===== src/hdl/lzf_pkg.sv =====
// Shared types and constants for the LZF decompressor.
package lzf_pkg;

  localparam logic [7:0] CTRL_LIT_LIMIT = 8'h20;
  localparam int LEN_W = 9;
  localparam int DIST_W = 14;
  localparam logic [DIST_W-1:0] MAX_DIST = 14'd8192;
  localparam logic [2:0] LEN_EXTENDED = 3'd7;
  localparam logic [LEN_W-1:0] LEN_BIAS = 9'd2;
  localparam logic [LEN_W-1:0] EXT_BIAS = 9'd9;

  typedef struct packed {
    logic              is_copy;
    logic [7:0]        lit;
    logic [LEN_W-1:0]  len;
    logic [DIST_W-1:0] distance;
    logic              done;
  } cmd_t;

endpackage


===== src/hdl/lzf_cmd_fifo.sv =====
// Four-entry command queue between token parser and copy engine.
module lzf_cmd_fifo (
  input  logic          clk,
  input  logic          rst,
  input  logic          push,
  input  lzf_pkg::cmd_t push_cmd,
  output logic          full,
  input  logic          pop,
  output logic          empty,
  output lzf_pkg::cmd_t head
);

  lzf_pkg::cmd_t slots [4];
  logic [1:0] wptr;
  logic [1:0] rptr;
  logic [2:0] count;

  assign full  = (count == 3'd4);
  assign empty = (count == 3'd0);
  assign head  = slots[rptr];

  always_ff @(posedge clk) begin
    if (push && !full) begin
      slots[wptr] <= push_cmd;
    end
  end

  always_ff @(posedge clk) begin
    if (rst) begin
      wptr  <= 2'd0;
      rptr  <= 2'd0;
      count <= 3'd0;
    end else begin
      if (push && !full) begin
        wptr <= wptr + 2'd1;
      end
      if (pop && !empty) begin
        rptr <= rptr + 2'd1;
      end
      count <= count + 3'((push && !full) ? 1 : 0) - 3'((pop && !empty) ? 1 : 0);
    end
  end

endmodule


===== config.mk =====
export PLATFORM = sky130hd
export DESIGN_NAME = lzf_cmd_fifo
export DESIGN_NICKNAME = d
export VERILOG_FILES = /design/src/hdl/lzf_pkg.sv /design/src/hdl/lzf_cmd_fifo.sv
export SDC_FILE = /design/constraint.sdc
export NUM_CORES = 1
export LEC_CHECK = 0
export BUFFER_PORTS_ARGS = -buffer_cell sky130_fd_sc_hd__buf_2
export CAP_MARGIN = 10
export CORE_MARGIN = 8
export CORE_UTILIZATION = 45
export DETAILED_ROUTE_END_ITERATION = 12
export PLACE_DENSITY = 0.63
export SYNTH_ARGS = -nofsm -noshare
export SYNTH_HDL_FRONTEND = slang
export SYNTH_SLANG_ARGS = --single-unit

===== constraint.sdc =====
create_clock -name clk -period 5.76 [get_ports clk]
set_input_delay 0 -clock clk [delete_from_list [all_inputs] [get_ports clk]]
set_output_delay 0 -clock clk [all_outputs]
set_load 0.01 [all_outputs]

Word level (Yosys, flattened, before mapping)
Memory sizes are Yosys's and may differ from the RTL's. A register that Yosys moved wholly into a read port is not among the register bits.
Cells that the tools add are included.
- memories: 1
- word-level logic and storage cells: 20
- output and inout port bits: 35
- input bits: 37
- memory bits (writable): 132
- register bits after elaboration: 7
- multiplexer cells: 6
- $add $sub $neg: 4
- equality and inequality tests: 1
- reductions and logical operators: 5
- memories (name ; words ; bits a word ; rd ports ; clocked after memory_dff ; wr ports ; line ; source):
    slots ; 4 ; 33 ; 1 ; 1 ; 1 ; lzf_cmd_fifo.sv:13 ; lzf_pkg::cmd_t slots [4];
- operators by type and width (cell ; number):
    $add 2x1->2 const B ; 2
    $mux 1 ; 4
    $mux 2 ; 2
    $add 3x1->3 ; 1
    $eq 3x3->1 const B ; 1
    $logic_not 3->1 ; 1
    $sub 3x1->3 ; 1
    $logic_and 1x1->1 ; 2
    $logic_not 1->1 ; 2

Longest topological paths before layout
- depth after elaboration: 6
- depth in mapped cells: 10
- mapped depth without buffers: 10

Least setup slack after synthesis
OpenSTA, ideal clock, no wires.
- path kind: reg-to-reg
- start: reg count[2]
- end: reg count[2]
- data arrival time: 2.010 ns
- cell stages (with the launch flop): 11
- library setup time: 0.125 ns
- path buffers: 0
- required time: 5.635 ns
- setup slack: 3.626 ns
- clock period less this slack: 2.134 ns
- cells stage by stage: dfxtp_1 nor3b_2 nor2_1 inv_1 ha_1 inv_1 ha_1 fa_1 xnor2_1 xnor2_1 nor2_1
- longest elaborated chain between the ends: 6
- elaborated cells on any way between the ends: 10
- classes of those cells: add/sub (2); eq/ne (1); mux (2); reduce/logical (5)
- RTL lines (element ; line ; source):
    start: declaration ; lzf_cmd_fifo.sv:16 ; logic [2:0] count;
    start signal: assignment ; lzf_cmd_fifo.sv:40 ; count <= count + 3'((push && !full) ? 1 : 0) - 3'((pop && !empty) ? 1 : 0);
    $eq 3x3->1 ; lzf_cmd_fifo.sv:18 ; assign full = (count == 3'd4);
    net full ; lzf_cmd_fifo.sv:7 ; output logic full,
    $logic_not 1->1 ; lzf_cmd_fifo.sv:40 ;
    $logic_and 1x1->1 ; lzf_cmd_fifo.sv:40 ;
    $mux 1 ; lzf_cmd_fifo.sv:40 ;
    $add 3x1->3 ; lzf_cmd_fifo.sv:40 ;
    $sub 3x1->3 ; lzf_cmd_fifo.sv:40 ;
The timed path passes the listed nets, and every way through them passes these cells.
A chain may end at the register's enable or synchronous reset.

Worst setup path after layout
- start: reg count[1]
- end: reg count[2]
- longest elaborated chain between the ends: 6
- elaborated cells on any way between the ends: 10
- classes of those cells: add/sub (2); eq/ne (1); mux (2); reduce/logical (5)
- RTL lines (element ; line):
    $eq 3x3->1 ; lzf_cmd_fifo.sv:18
    $logic_not 1->1 ; lzf_cmd_fifo.sv:40
    $logic_and 1x1->1 ; lzf_cmd_fifo.sv:40
    $mux 1 ; lzf_cmd_fifo.sv:40
    $add 3x1->3 ; lzf_cmd_fifo.sv:40
    $sub 3x1->3 (*) ; lzf_cmd_fifo.sv:40
Every way passes the cells marked *; elsewhere a longest branch is shown, timed or not.

==> metrics.txt <==
clock-pin slew on the worst setup and hold paths=0.06 ns; count of different cell masters after synthesis=25; Via density=5.092; Clk Latency, worst-skew pair=0.41 ns; Primary FF master, synth=edfxtp_1; Hold Crit Start=push; maxcap violations=0; Die H=124.4 µm; synth top area cells=edfxtp_1 75%, mux4_2 13%, dfxtp_1 3.4%; synthesized cell area=5290 µm²; Root Driver=clkbuf_16; Boundary Pins=72; via count=2536; Hold Crit Depth=4; Slew headroom=0.3886; GRT Resource Usage Total=0.1267; RePlAce Congestion=0.6422; Yosys top cell area share=0.7493; leakage=0.002338 µW; Residual DRC=0; Max Clk Rate=441.5 MHz; total wire length=9.421 mm; GR Overflow Total=0; TritonCTS clock tree=done; Startpoint Class=flop; setup_tns=0 ns; first-pass GRT wire length=15.08 mm; multi-input logic area=1027 µm²; kind of end point of the critical path=flop; Core Area=11470 µm²; CP max stage cell=dfxtp_1; clock buffer depth=2; Final Cycle Share=0.3932; Critical Path AT=2.56 ns; Post-synth EDFFs=132; Syn Area/Cell=23.62 µm²; nets=386; critical path, cell by cell=nor3b_2, nor2_1, inv_1, ha_1, inv_1, ha_1, fa_1, xnor2_1, xnor2_1, nor2_1; Design Power=2968 µW; VDD IR max=251.7 µV; critical path's largest stage delay=0.46 ns; Worst Max-Slew Pin Slew=0.9171 ns; Setup CP Type=flop to flop; power density cells=442.8 nW/µm²; drt first pass iters=4; Rows=39; die area=15480 µm²; Seq/Total Area, Yosys=0.7833; outcome=completed; vias in the first global route=2848; Yosys reg bits=141; wire per inst=18.92 µm; GR Layer Usage met2=0.2081; final setup fails=0; RSZ-0062 raised after global routing=no; M3 GR Usage=0.05106; cell accounting for the most synthesized area=edfxtp_1; antenna-violating nets left=0; Initial Util=0.4613; FF-to-FF End=count[2]$_SDFF_PP0_; Worst Hold Endpoint=wptr[1]$_SDFFE_PP0P_; Gate Count Post-Synth=224; H-tree Lvls=4; most common cell after layout, fill and taps aside=edfxtp_1; initial DRC count=186; Critical R2R Launch=count[1]$_SDFF_PP0_; FFs w/ async S/R, synth=0; Tmin final=2.265 ns; Post-Syn Nets=268; Seq. cell area=4146 µm²; r2r setup slk=3.49 ns; most frequent cells in the layout=132 x edfxtp_1, 71 x buf_2, 36 x dlygate4sd3_1; GRT Max-Usage Layer=met2; Fill cells=866; maximum number of pins on one net before global-route repair=34; Fin Clk Skew=0.008791 ns; Tightest Hold Check Type=input pin to flop; Fin. Hold Viols=0; I/O Buffers=71; Worst R2R Path Depth=10; dpl hpwl=5.504 mm; Req. time, crit path=6.05 ns; clock buffer count from CTS=17; antenna cells=0; Max Slew Vio Count=0; initial antenna violation count=0; share of cells above drive strength 1=0.3944; CTS sink count=141; Synthesis Warnings=0; area delta synth->final=26.68%; Max FO, Critical Path=6; Die W=124.4 µm; met1 GRT Util=0.1471
==> cells by family (layout without fill, tap and decap cells) <==
logic type               count (synthesis)  in the layout  synth area share
AO/OA/AOI/OAI                            5              5          0.006149
XOR/XNOR                                 3              3          0.004968
adder cells (fa/ha/maj)                  7              7           0.01798
buffers and inverters                   17            148           0.02342
flip-flops                             141            141            0.7833
multiplexers                            34             34            0.1445
AND/OR/NAND/NOR                         17             17           0.01963
==> per-stage QoR <==
| stage | area (µm²) | hold WS, ns | setup slack [ns] | util | cells |
|---|---|---|---|---|---|
| 2_1_floorplan | 5290 | 0.09887 | 3.626 | - | 224 |
| 3_3_place_gp | 5746 | 0.2126 | 3.552 | 0.5010 | 430 |
| 3_5_place_dp | 5746 | 0.2208 | 3.474 | 0.5010 | 430 |
| 4_1_cts | 6701 | 0.02831 | 3.450 | 0.5844 | 498 |
| 5_1_grt | 6701 | 0.08370 | 3.263 | 0.5844 | 498 |
| 6_report | 6701 | 0.04005 | 3.495 | 0.5844 | 498 |
==> registers in the layout (all words and copies together), names as in the netlist, named ones only <==
register / count
slots: 132
rptr: 2
wptr: 2
count: 3
==> where the power goes <==
| group | switching [µW] | total [µW] | internal [µW] |
|---|---|---|---|
| clock network | 408 | 1090 | 682 |
| registers | 59.2 | 1300 | 1240 |
| logic | 285 | 582 | 297 |
| total | 752 | 2970 | 2220 |
==> cells in the mapped netlist (3+ instances only) <==
| library cell | n |
|---|---|
| inv_1 | 8 |
| nor2_1 | 4 |
| mux4_1 | 3 |
| buf_12 | 3 |
| dfxtp_1 | 9 |
| edfxtp_1 | 132 |
| and2_1 | 4 |
| ha_1 | 6 |
| mux4_2 | 30 |
| buf_2 | 3 |
==> layer usage <==
metal  wire length [µm]  share of wire
met1               4065           0.43
met2               4749           0.50
met3                506          0.054
met4                100          0.011
met5                  0              0
==> critical path: cells and delay by family, from the launching register on <==
family / cells / cell delay (ns)
fa+ha+maj: 3 / 0.83
flops: 1 / 0.46
simple gates: 3 / 0.41
xor+xnor: 2 / 0.33
buf+inv: 2 / 0.12
==> repair_timing <==
item,in CTS,in global routing
gates resized for setup,0,0
setup buffers,0,0
hold buffers,36,0
endpoints found under the setup margin,0,0
endpoints found under the hold margin,141,0
==> worst max path at each step <==
stage / from / end / slack [ns] / cells after the start
CTS: flop / head[1] / 3.45 / 3
detailed placement: count[1]$_SDFF_PP0_ / count[2]$_SDFF_PP0_ / 3.47 / 10
global route: count[1]$_SDFF_PP0_ / count[2]$_SDFF_PP0_ / 3.26 / 10
global placement: count[1]$_SDFF_PP0_ / count[2]$_SDFF_PP0_ / 3.55 / 10
finish: count[1]$_SDFF_PP0_ / count[2]$_SDFF_PP0_ / 3.49 / 10
floorplan: count[2]$_SDFF_PP0_ / count[2]$_SDFF_PP0_ / 3.63 / 10
==> layout make-up <==
cell class / instances / area share
sequential: 141 / 0.6187
multi-input combinational: 66 / 0.1533
clock inverter: 14 / 0.02483
tap: 143 / 0.02670
timing repair buffer: 108 / 0.1079
inverter: 8 / 0.004481
clock buffer: 18 / 0.06404
No activity file was read; power rests on OpenSTA's default activity.
