### config.mk
export PLATFORM = sky130hd
export DESIGN_NAME = lzf_front
export DESIGN_NICKNAME = d
export VERILOG_FILES = /design/src/hdl/lzf_pkg.sv /design/src/hdl/lzf_front.sv
export SDC_FILE = /design/constraint.sdc
export NUM_CORES = 1
export LEC_CHECK = 0
export ABC_AREA = 1
export ABC_CLOCK_PERIOD_IN_PS = 8900
export BUFFER_PORTS_ARGS = -buffer_cell sky130_fd_sc_hd__buf_2
export CAP_MARGIN = 20
export CORE_MARGIN = 5
export CORE_UTILIZATION = 55
export DETAILED_ROUTE_END_ITERATION = 8
export MAX_ROUTING_LAYER = met4
export PLACE_DENSITY = 0.82
export REMOVE_ABC_BUFFERS = 1
export SYNTH_ARGS = -nofsm -noshare
export SYNTH_HDL_FRONTEND = slang
export SYNTH_SLANG_ARGS = --single-unit
### constraint.sdc
create_clock -name clk -period 8.9 [get_ports clk]
set_input_delay 0.89 -clock clk [delete_from_list [all_inputs] [get_ports clk]]
set_output_delay 0.89 -clock clk [all_outputs]
set_load 0.02 [all_outputs]
### src/hdl/lzf_pkg.sv
// Shared types and constants for the LZF decompressor.
package lzf_pkg;

  localparam logic [7:0] CTRL_LIT_LIMIT = 8'h20;
  localparam int LEN_W = 9;
  localparam int DIST_W = 14;
  localparam logic [DIST_W-1:0] MAX_DIST = 14'd8192;
  localparam logic [2:0] LEN_EXTENDED = 3'd7;
  localparam logic [LEN_W-1:0] LEN_BIAS = 9'd2;
  localparam logic [LEN_W-1:0] EXT_BIAS = 9'd9;

  typedef struct packed {
    logic              is_copy;
    logic [7:0]        lit;
    logic [LEN_W-1:0]  len;
    logic [DIST_W-1:0] distance;
    logic              done;
  } cmd_t;

endpackage

### src/hdl/lzf_front.sv
// Token parser: classifies stream bytes, tracks frame length, issues commands.
module lzf_front (
  input  logic          clk,
  input  logic          rst,
  input  logic          in_valid,
  input  logic [7:0]    in_byte,
  input  logic [31:0]   out_length,
  output logic          cmd_push,
  output lzf_pkg::cmd_t cmd
);

  typedef enum logic [3:0] {
    PH_CTRL = 4'b0001,
    PH_LIT  = 4'b0010,
    PH_EXT  = 4'b0100,
    PH_DIST = 4'b1000
  } phase_t;

  phase_t phase;
  logic [4:0] lit_left;
  logic [lzf_pkg::LEN_W-1:0] mlen;
  logic [4:0] dhigh;
  logic [31:0] count;

  logic [31:0] left;
  logic lit_done;
  logic copy_done;
  logic [lzf_pkg::LEN_W-1:0] copy_len;
  logic [lzf_pkg::DIST_W-1:0] distance;

  assign left      = out_length - count;
  assign lit_done  = (left == 32'd1);
  assign copy_done = (left != 32'd0) && (32'(mlen) >= left);
  assign copy_len  = copy_done ? left[lzf_pkg::LEN_W-1:0] : mlen;
  assign distance  = lzf_pkg::DIST_W'({dhigh, in_byte}) + lzf_pkg::DIST_W'(1);

  always_comb begin
    cmd = '0;
    cmd_push = 1'b0;
    if (in_valid && phase == PH_LIT) begin
      cmd_push = 1'b1;
      cmd.lit  = in_byte;
      cmd.done = lit_done;
    end else if (in_valid && phase == PH_DIST) begin
      cmd_push     = 1'b1;
      cmd.is_copy  = 1'b1;
      cmd.len      = copy_len;
      cmd.distance = distance;
      cmd.done     = copy_done;
    end
  end

  always_ff @(posedge clk) begin
    if (rst) begin
      phase    <= PH_CTRL;
      lit_left <= '0;
      mlen     <= '0;
      dhigh    <= '0;
      count    <= '0;
    end else if (in_valid) begin
      unique case (phase)
        PH_CTRL: begin
          if (in_byte < lzf_pkg::CTRL_LIT_LIMIT) begin
            lit_left <= in_byte[4:0];
            phase    <= PH_LIT;
          end else begin
            dhigh <= in_byte[4:0];
            if (in_byte[7:5] == lzf_pkg::LEN_EXTENDED) begin
              phase <= PH_EXT;
            end else begin
              mlen  <= lzf_pkg::LEN_W'(in_byte[7:5]) + lzf_pkg::LEN_BIAS;
              phase <= PH_DIST;
            end
          end
        end
        PH_EXT: begin
          mlen  <= lzf_pkg::LEN_W'(in_byte) + lzf_pkg::EXT_BIAS;
          phase <= PH_DIST;
        end
        PH_LIT: begin
          if (lit_done) begin
            phase    <= PH_CTRL;
            lit_left <= '0;
            mlen     <= '0;
            dhigh    <= '0;
            count    <= '0;
          end else begin
            count <= count + 32'd1;
            if (lit_left == 5'd0) begin
              phase <= PH_CTRL;
            end else begin
              lit_left <= lit_left - 5'd1;
            end
          end
        end
        PH_DIST: begin
          phase <= PH_CTRL;
          mlen  <= '0;
          if (copy_done) begin
            lit_left <= '0;
            dhigh    <= '0;
            count    <= '0;
          end else begin
            count <= count + 32'(mlen);
          end
        end
        default: phase <= PH_CTRL;
      endcase
    end
  end

endmodule

* After elaboration in Yosys (flattened, before gate mapping)
Index checks and enable logic that the tools add are counted.
Word-level totals: output and inout bits 34, flip-flop bits (word level) 55, input bits 43, logic and storage cells 68
Cells by class: $add $sub $neg 7, reduce and logical (&&, ||, !) cells 13, magnitude comparators 2, muxes and demuxes 28, equal/unequal tests 13
Operators by type and width (number):
- two-way mux 32 bit | 2
- case mux 32 bit (2 select lines) | 1
- two-way mux 9 bit | 4
- case mux 9 bit (4 select lines) | 1
- adder 32 x 1 -> 32 bit (second input constant) | 1
- adder 32 x 9 -> 32 bit | 1
- equality test 32 x 1 -> 1 bit (second input constant) | 1
- >= comparator 9 x 32 -> 1 bit | 1
- nonzero test 32 bit | 1
- subtractor 32 bit | 1
- two-way mux 5 bit | 6
- case mux 5 bit (3 select lines) | 2
- two-way mux 24 bit | 1
- two-way mux 23 bit | 1
- two-way mux 4 bit | 4
- AND reduction 5 bit | 3
- adder 13 x 1 -> 14 bit (second input constant) | 1
- case mux 4 bit (3 select lines) | 1
- inequality test 2 bit (second input constant) | 5
- adder 8 x 4 -> 9 bit (second input constant) | 1
- < comparator 8 x 6 -> 1 bit (second input constant) | 1
- two-way mux 8 bit | 1
- logical NOT 5 bit | 1
- subtractor 5 x 1 -> 5 bit (second input constant) | 1
- 14 further kinds | 20

* Depth between registers and ports, before layout
depth after elaboration 6, gate-level depth with buffers 26, gate-level depth less buffers 25

* Worst setup path before layout
No wires, ideal clock.
kind input port to output port, start in out_length[0], end out cmd[19] (netlist name), setup slack 4.302 ns, path buffers 1, arrival 3.708 ns, stages on the path 20, required time 8.010 ns, cells stage by stage inv_1 -> ha_1 -> fa_1 -> inv_1 -> nand3_1 -> nand2_1 -> xor2_1 -> inv_1 -> ha_1 -> a21oi_1 -> nand2_1 -> nand2_1 -> nand2_1 -> nand2_1 -> a21oi_1 -> nand2_2 -> nor2_4 -> buf_4 -> nor2_1 -> a211oi_1
RTL lines:
- start, declared | line lzf_front.sv:7 | input logic [31:0] out_length,
- end, declared | line lzf_front.sv:9 | output lzf_pkg::cmd_t cmd

==> results by group <==
Status
  • Status: completed

Clock network
  • Clk_lat worst skew: 0.30 ns
  • Post-CTS sizing: 0
  • Clock transition at path regs: 0.07 ns
  • CTS max path bufs: 2
  • Htree depth: 2
  • Setup Fix Bufs, Post-CTS: 0
  • Hold_buf cts: 0
  • Total CTS buffers: 5
  • CTS sink cnt: 55
  • Root buffer cell: clkbuf_16
  • CTS tree: yes

Drt
  • Met3 Wirelength: 2030 µm
  • First-pass DRT Iterations: 5
  • M1 wire length: 10400 µm
  • Wire length per cell: 14.2 µm
  • Met2 wire length: 11200 µm
  • Iteration-0 DRC count of the detailed router: 1064
  • Drt total wl: 24200 µm
  • Drt drc: 0
  • Highest Signal Layer: met4
  • Antenna Violating Nets Remaining: 0
  • Vias per cell: 5.59
  • Routed via count: 9517

Power
  • Reg power frac: 0.322
  • Clock power frac: 0.299
  • Comb power frac: 0.379
  • LEAKAGE: 4.64 nW
  • PD cells: 99.7 mW/mm²
  • Peak VDD IR: 0.0000919 V
  • Net Sw Power: 326 µW
  • Sw Ratio: 0.380
  • Internal power: 533 µW

Timing
  • Slew margin rel.: 0.427
  • Fin crit share: 0.576
  • Slew Viols, Final: 0
  • FMAX: 195 MHz
  • Period minus WS final: 5.12 ns
  • Clk_skew: 0.00835 ns
  • Hold Vio Cnt, Final: 0
  • Setup TNS after final layout: 0 ns
  • Final WS setup: 3.78 ns
  • Worst slew pin tran: 0.856 ns
  • Final-report setup violation count: 0
  • RSZ-0062 raised after global routing: no

GRT
  • Gr usage total: 0.295
  • First-pass GRT wire length: 40100 µm
  • Vias in the first global route: 8612
  • GRT overflow: 0
  • Initial antenna violation count: 0
  • Largest net degree at the start of global routing: 47

Floorplan
  • Die Y: 130 µm
  • Ports: 77
  • Die Wd: 130 µm
  • Core Region: 0.0140 mm²
  • FP Rows: 43
  • Starting Density: 0.566
  • Die ar.: 0.0169 mm²

Setup path
  • R2R depth: 13
  • CP Capture Type: output pin
  • CP Launch Type: primary input
  • RR Endpoint: count[3]
  • Worst Setup EP: cmd[0]
  • Setup crit start: out_length[0]
  • Crit-path max FO: 15
  • Worst R2R Start: phase[0]
  • WP data required: 8.01 ns
  • R2r setup slk: 4.66 ns
  • Critical Path AT: 4.23 ns
  • Critical path class: primary input to output pin

Yosys
  • Average footprint of a synthesized cell: 5.41 µm²
  • Ys async rst share: 0
  • Area contributors post-synth: nand2_1 20%, dfxtp_1 14%, inv_1 12%
  • Seq/Total Area, Yosys: 0.139
  • Flops & latches, synth: 55
  • Total of warnings raised by yosys: 0
  • Leading area contributor after synthesis: nand2_1
  • Library cells used by synthesis: 46
  • Area share of the largest cell type after synthesis: 0.202
  • Mapped cell area: 0.00792 mm²
  • Post-synth top flop: dfxtp_1
  • Cells after Synth: 1464
  • Post-synth EDFFs: 0

Placement
  • Routability cong.: 1.02
  • Port bufs: 76
  • Detailed placement HPWL: 19100 µm
  • Worst slack, placed: 3.85 ns

Layout
  • # diodes: 0
  • Total Nets Final: 1620
  • Layout cell share with drive strength beyond 1: 0.0743
  • Synth-to-Final Area Change: 8.83%

Worst hold path
  • Hold Path Stages: 2
  • Worst min path class: flip-flop to flip-flop

Flow run
  • Max Cap Viol: 0
## cell usage in the layout, fill, tap and decap left out, types with 44 or more instances in the layout
cell type	netlist	routed
a21oi_1	71	71
buf_2	8	76
dfxtp_1	55	55
ha_1	55	55
inv_1	259	259
nand2_1	427	427
nand3_1	102	102
nand4_1	44	44
nor2_1	193	193
o21ai_0	81	81
## critical path: stages
cell	delay [ns]
buf_2	0.07
inv_1	0.05
ha_1	0.21
fa_1	0.40
inv_1	0.12
nand3_1	0.07
nand2_1	0.14
xor2_1	0.29
inv_1	0.10
ha_1	0.28
a21oi_1	0.06
nand2_1	0.06
nand2_1	0.05
nand2_1	0.05
nand2_1	0.05
a21oi_1	0.17
nand2_2	0.13
inv_1	0.07
nand2_1	0.37
o22ai_1	0.35
buf_2	0.22
## synthesized netlist by cell type (5+ instances only)
cell type / n
a21oi_1: 71
o21ai_0: 81
nand2_1: 427
dfxtp_1: 55
buf_2: 8
clkbuf_1: 19
nand4_1: 44
inv_1: 259
nor2_1: 193
a31oi_1: 6
ha_1: 55
nor3_1: 23
xor2_1: 37
nand3b_1: 10
o22ai_1: 5
nand3_1: 102
## layout make-up
| cell class | count | area [µm²] |
|---|---|---|
| multi-input cells | 1118 | 5700 |
| fillers | 1399 | 5370 |
| flip-flops and latches | 55 | 1100 |
| inverters | 260 | 976 |
| repair buffers | 80 | 430 |
| well taps | 180 | 225 |
| clock buffers | 6 | 129 |
| clock inverters | 2 | 60.1 |
## worst min path at each step
stage | from | slack (ns) | to
2_1_floorplan | dhigh[4] | 0.46 | dhigh[4]
3_3_place_gp | dhigh[4] | 0.47 | dhigh[4]
3_5_place_dp | dhigh[4] | 0.48 | dhigh[4]
4_1_cts | dhigh[4] | 0.50 | dhigh[4]
5_1_grt | dhigh[4] | 0.54 | dhigh[4]
6_report | dhigh[4] | 0.51 | dhigh[4]
## flip-flops by register name, summed over array words and instances, names as in the netlist
name,flops
phase,4
dhigh,5
mlen,9
count,32
lit_left,5
## power groups by stage
stage,clock (mW),combinational [mW],sequential [mW]
after floorplan,0,0.238,0.277
after global placement,0,0.312,0.281
after detailed placement,0,0.317,0.282
after CTS,0.259,0.318,0.276
after global routing,0.271,0.369,0.279
final,0.257,0.326,0.277
## routing by layer
| metal | global-route usage | up-vias |
|---|---|---|
| li1 | - | 4776 |
| met1 | 0.380 | 4260 |
| met2 | 0.492 | 435 |
| met3 | 0.0282 | 46 |
| met4 | 0.0837 | 0 |
| met5 | - | - |
## cell families (layout without fill, tap and decap cells)
logic type | count (synthesis) | after routing | synth area share
AO/OA/AOI/OAI | 188 | 188 | 0.130
XOR/XNOR | 42 | 42 | 0.0474
adder cells (fa/ha/maj) | 57 | 57 | 0.0919
buffers and inverters | 291 | 348 | 0.141
flip-flops | 55 | 55 | 0.139
AND/OR/NAND/NOR | 831 | 831 | 0.450
## through the flow
stage	hold WS (ns)	power (mW)	instance area (µm²)	std cells	util
2_1_floorplan	0.455	0.516	7780	1433	-
3_3_place_gp	0.473	0.594	8410	1692	0.601
3_5_place_dp	0.484	0.599	8410	1692	0.601
4_1_cts	0.501	0.854	8600	1700	0.614
5_1_grt	0.542	0.919	8620	1701	0.616
6_report	0.505	0.859	8620	1701	0.616
Power figures use the tool's default switching activity.
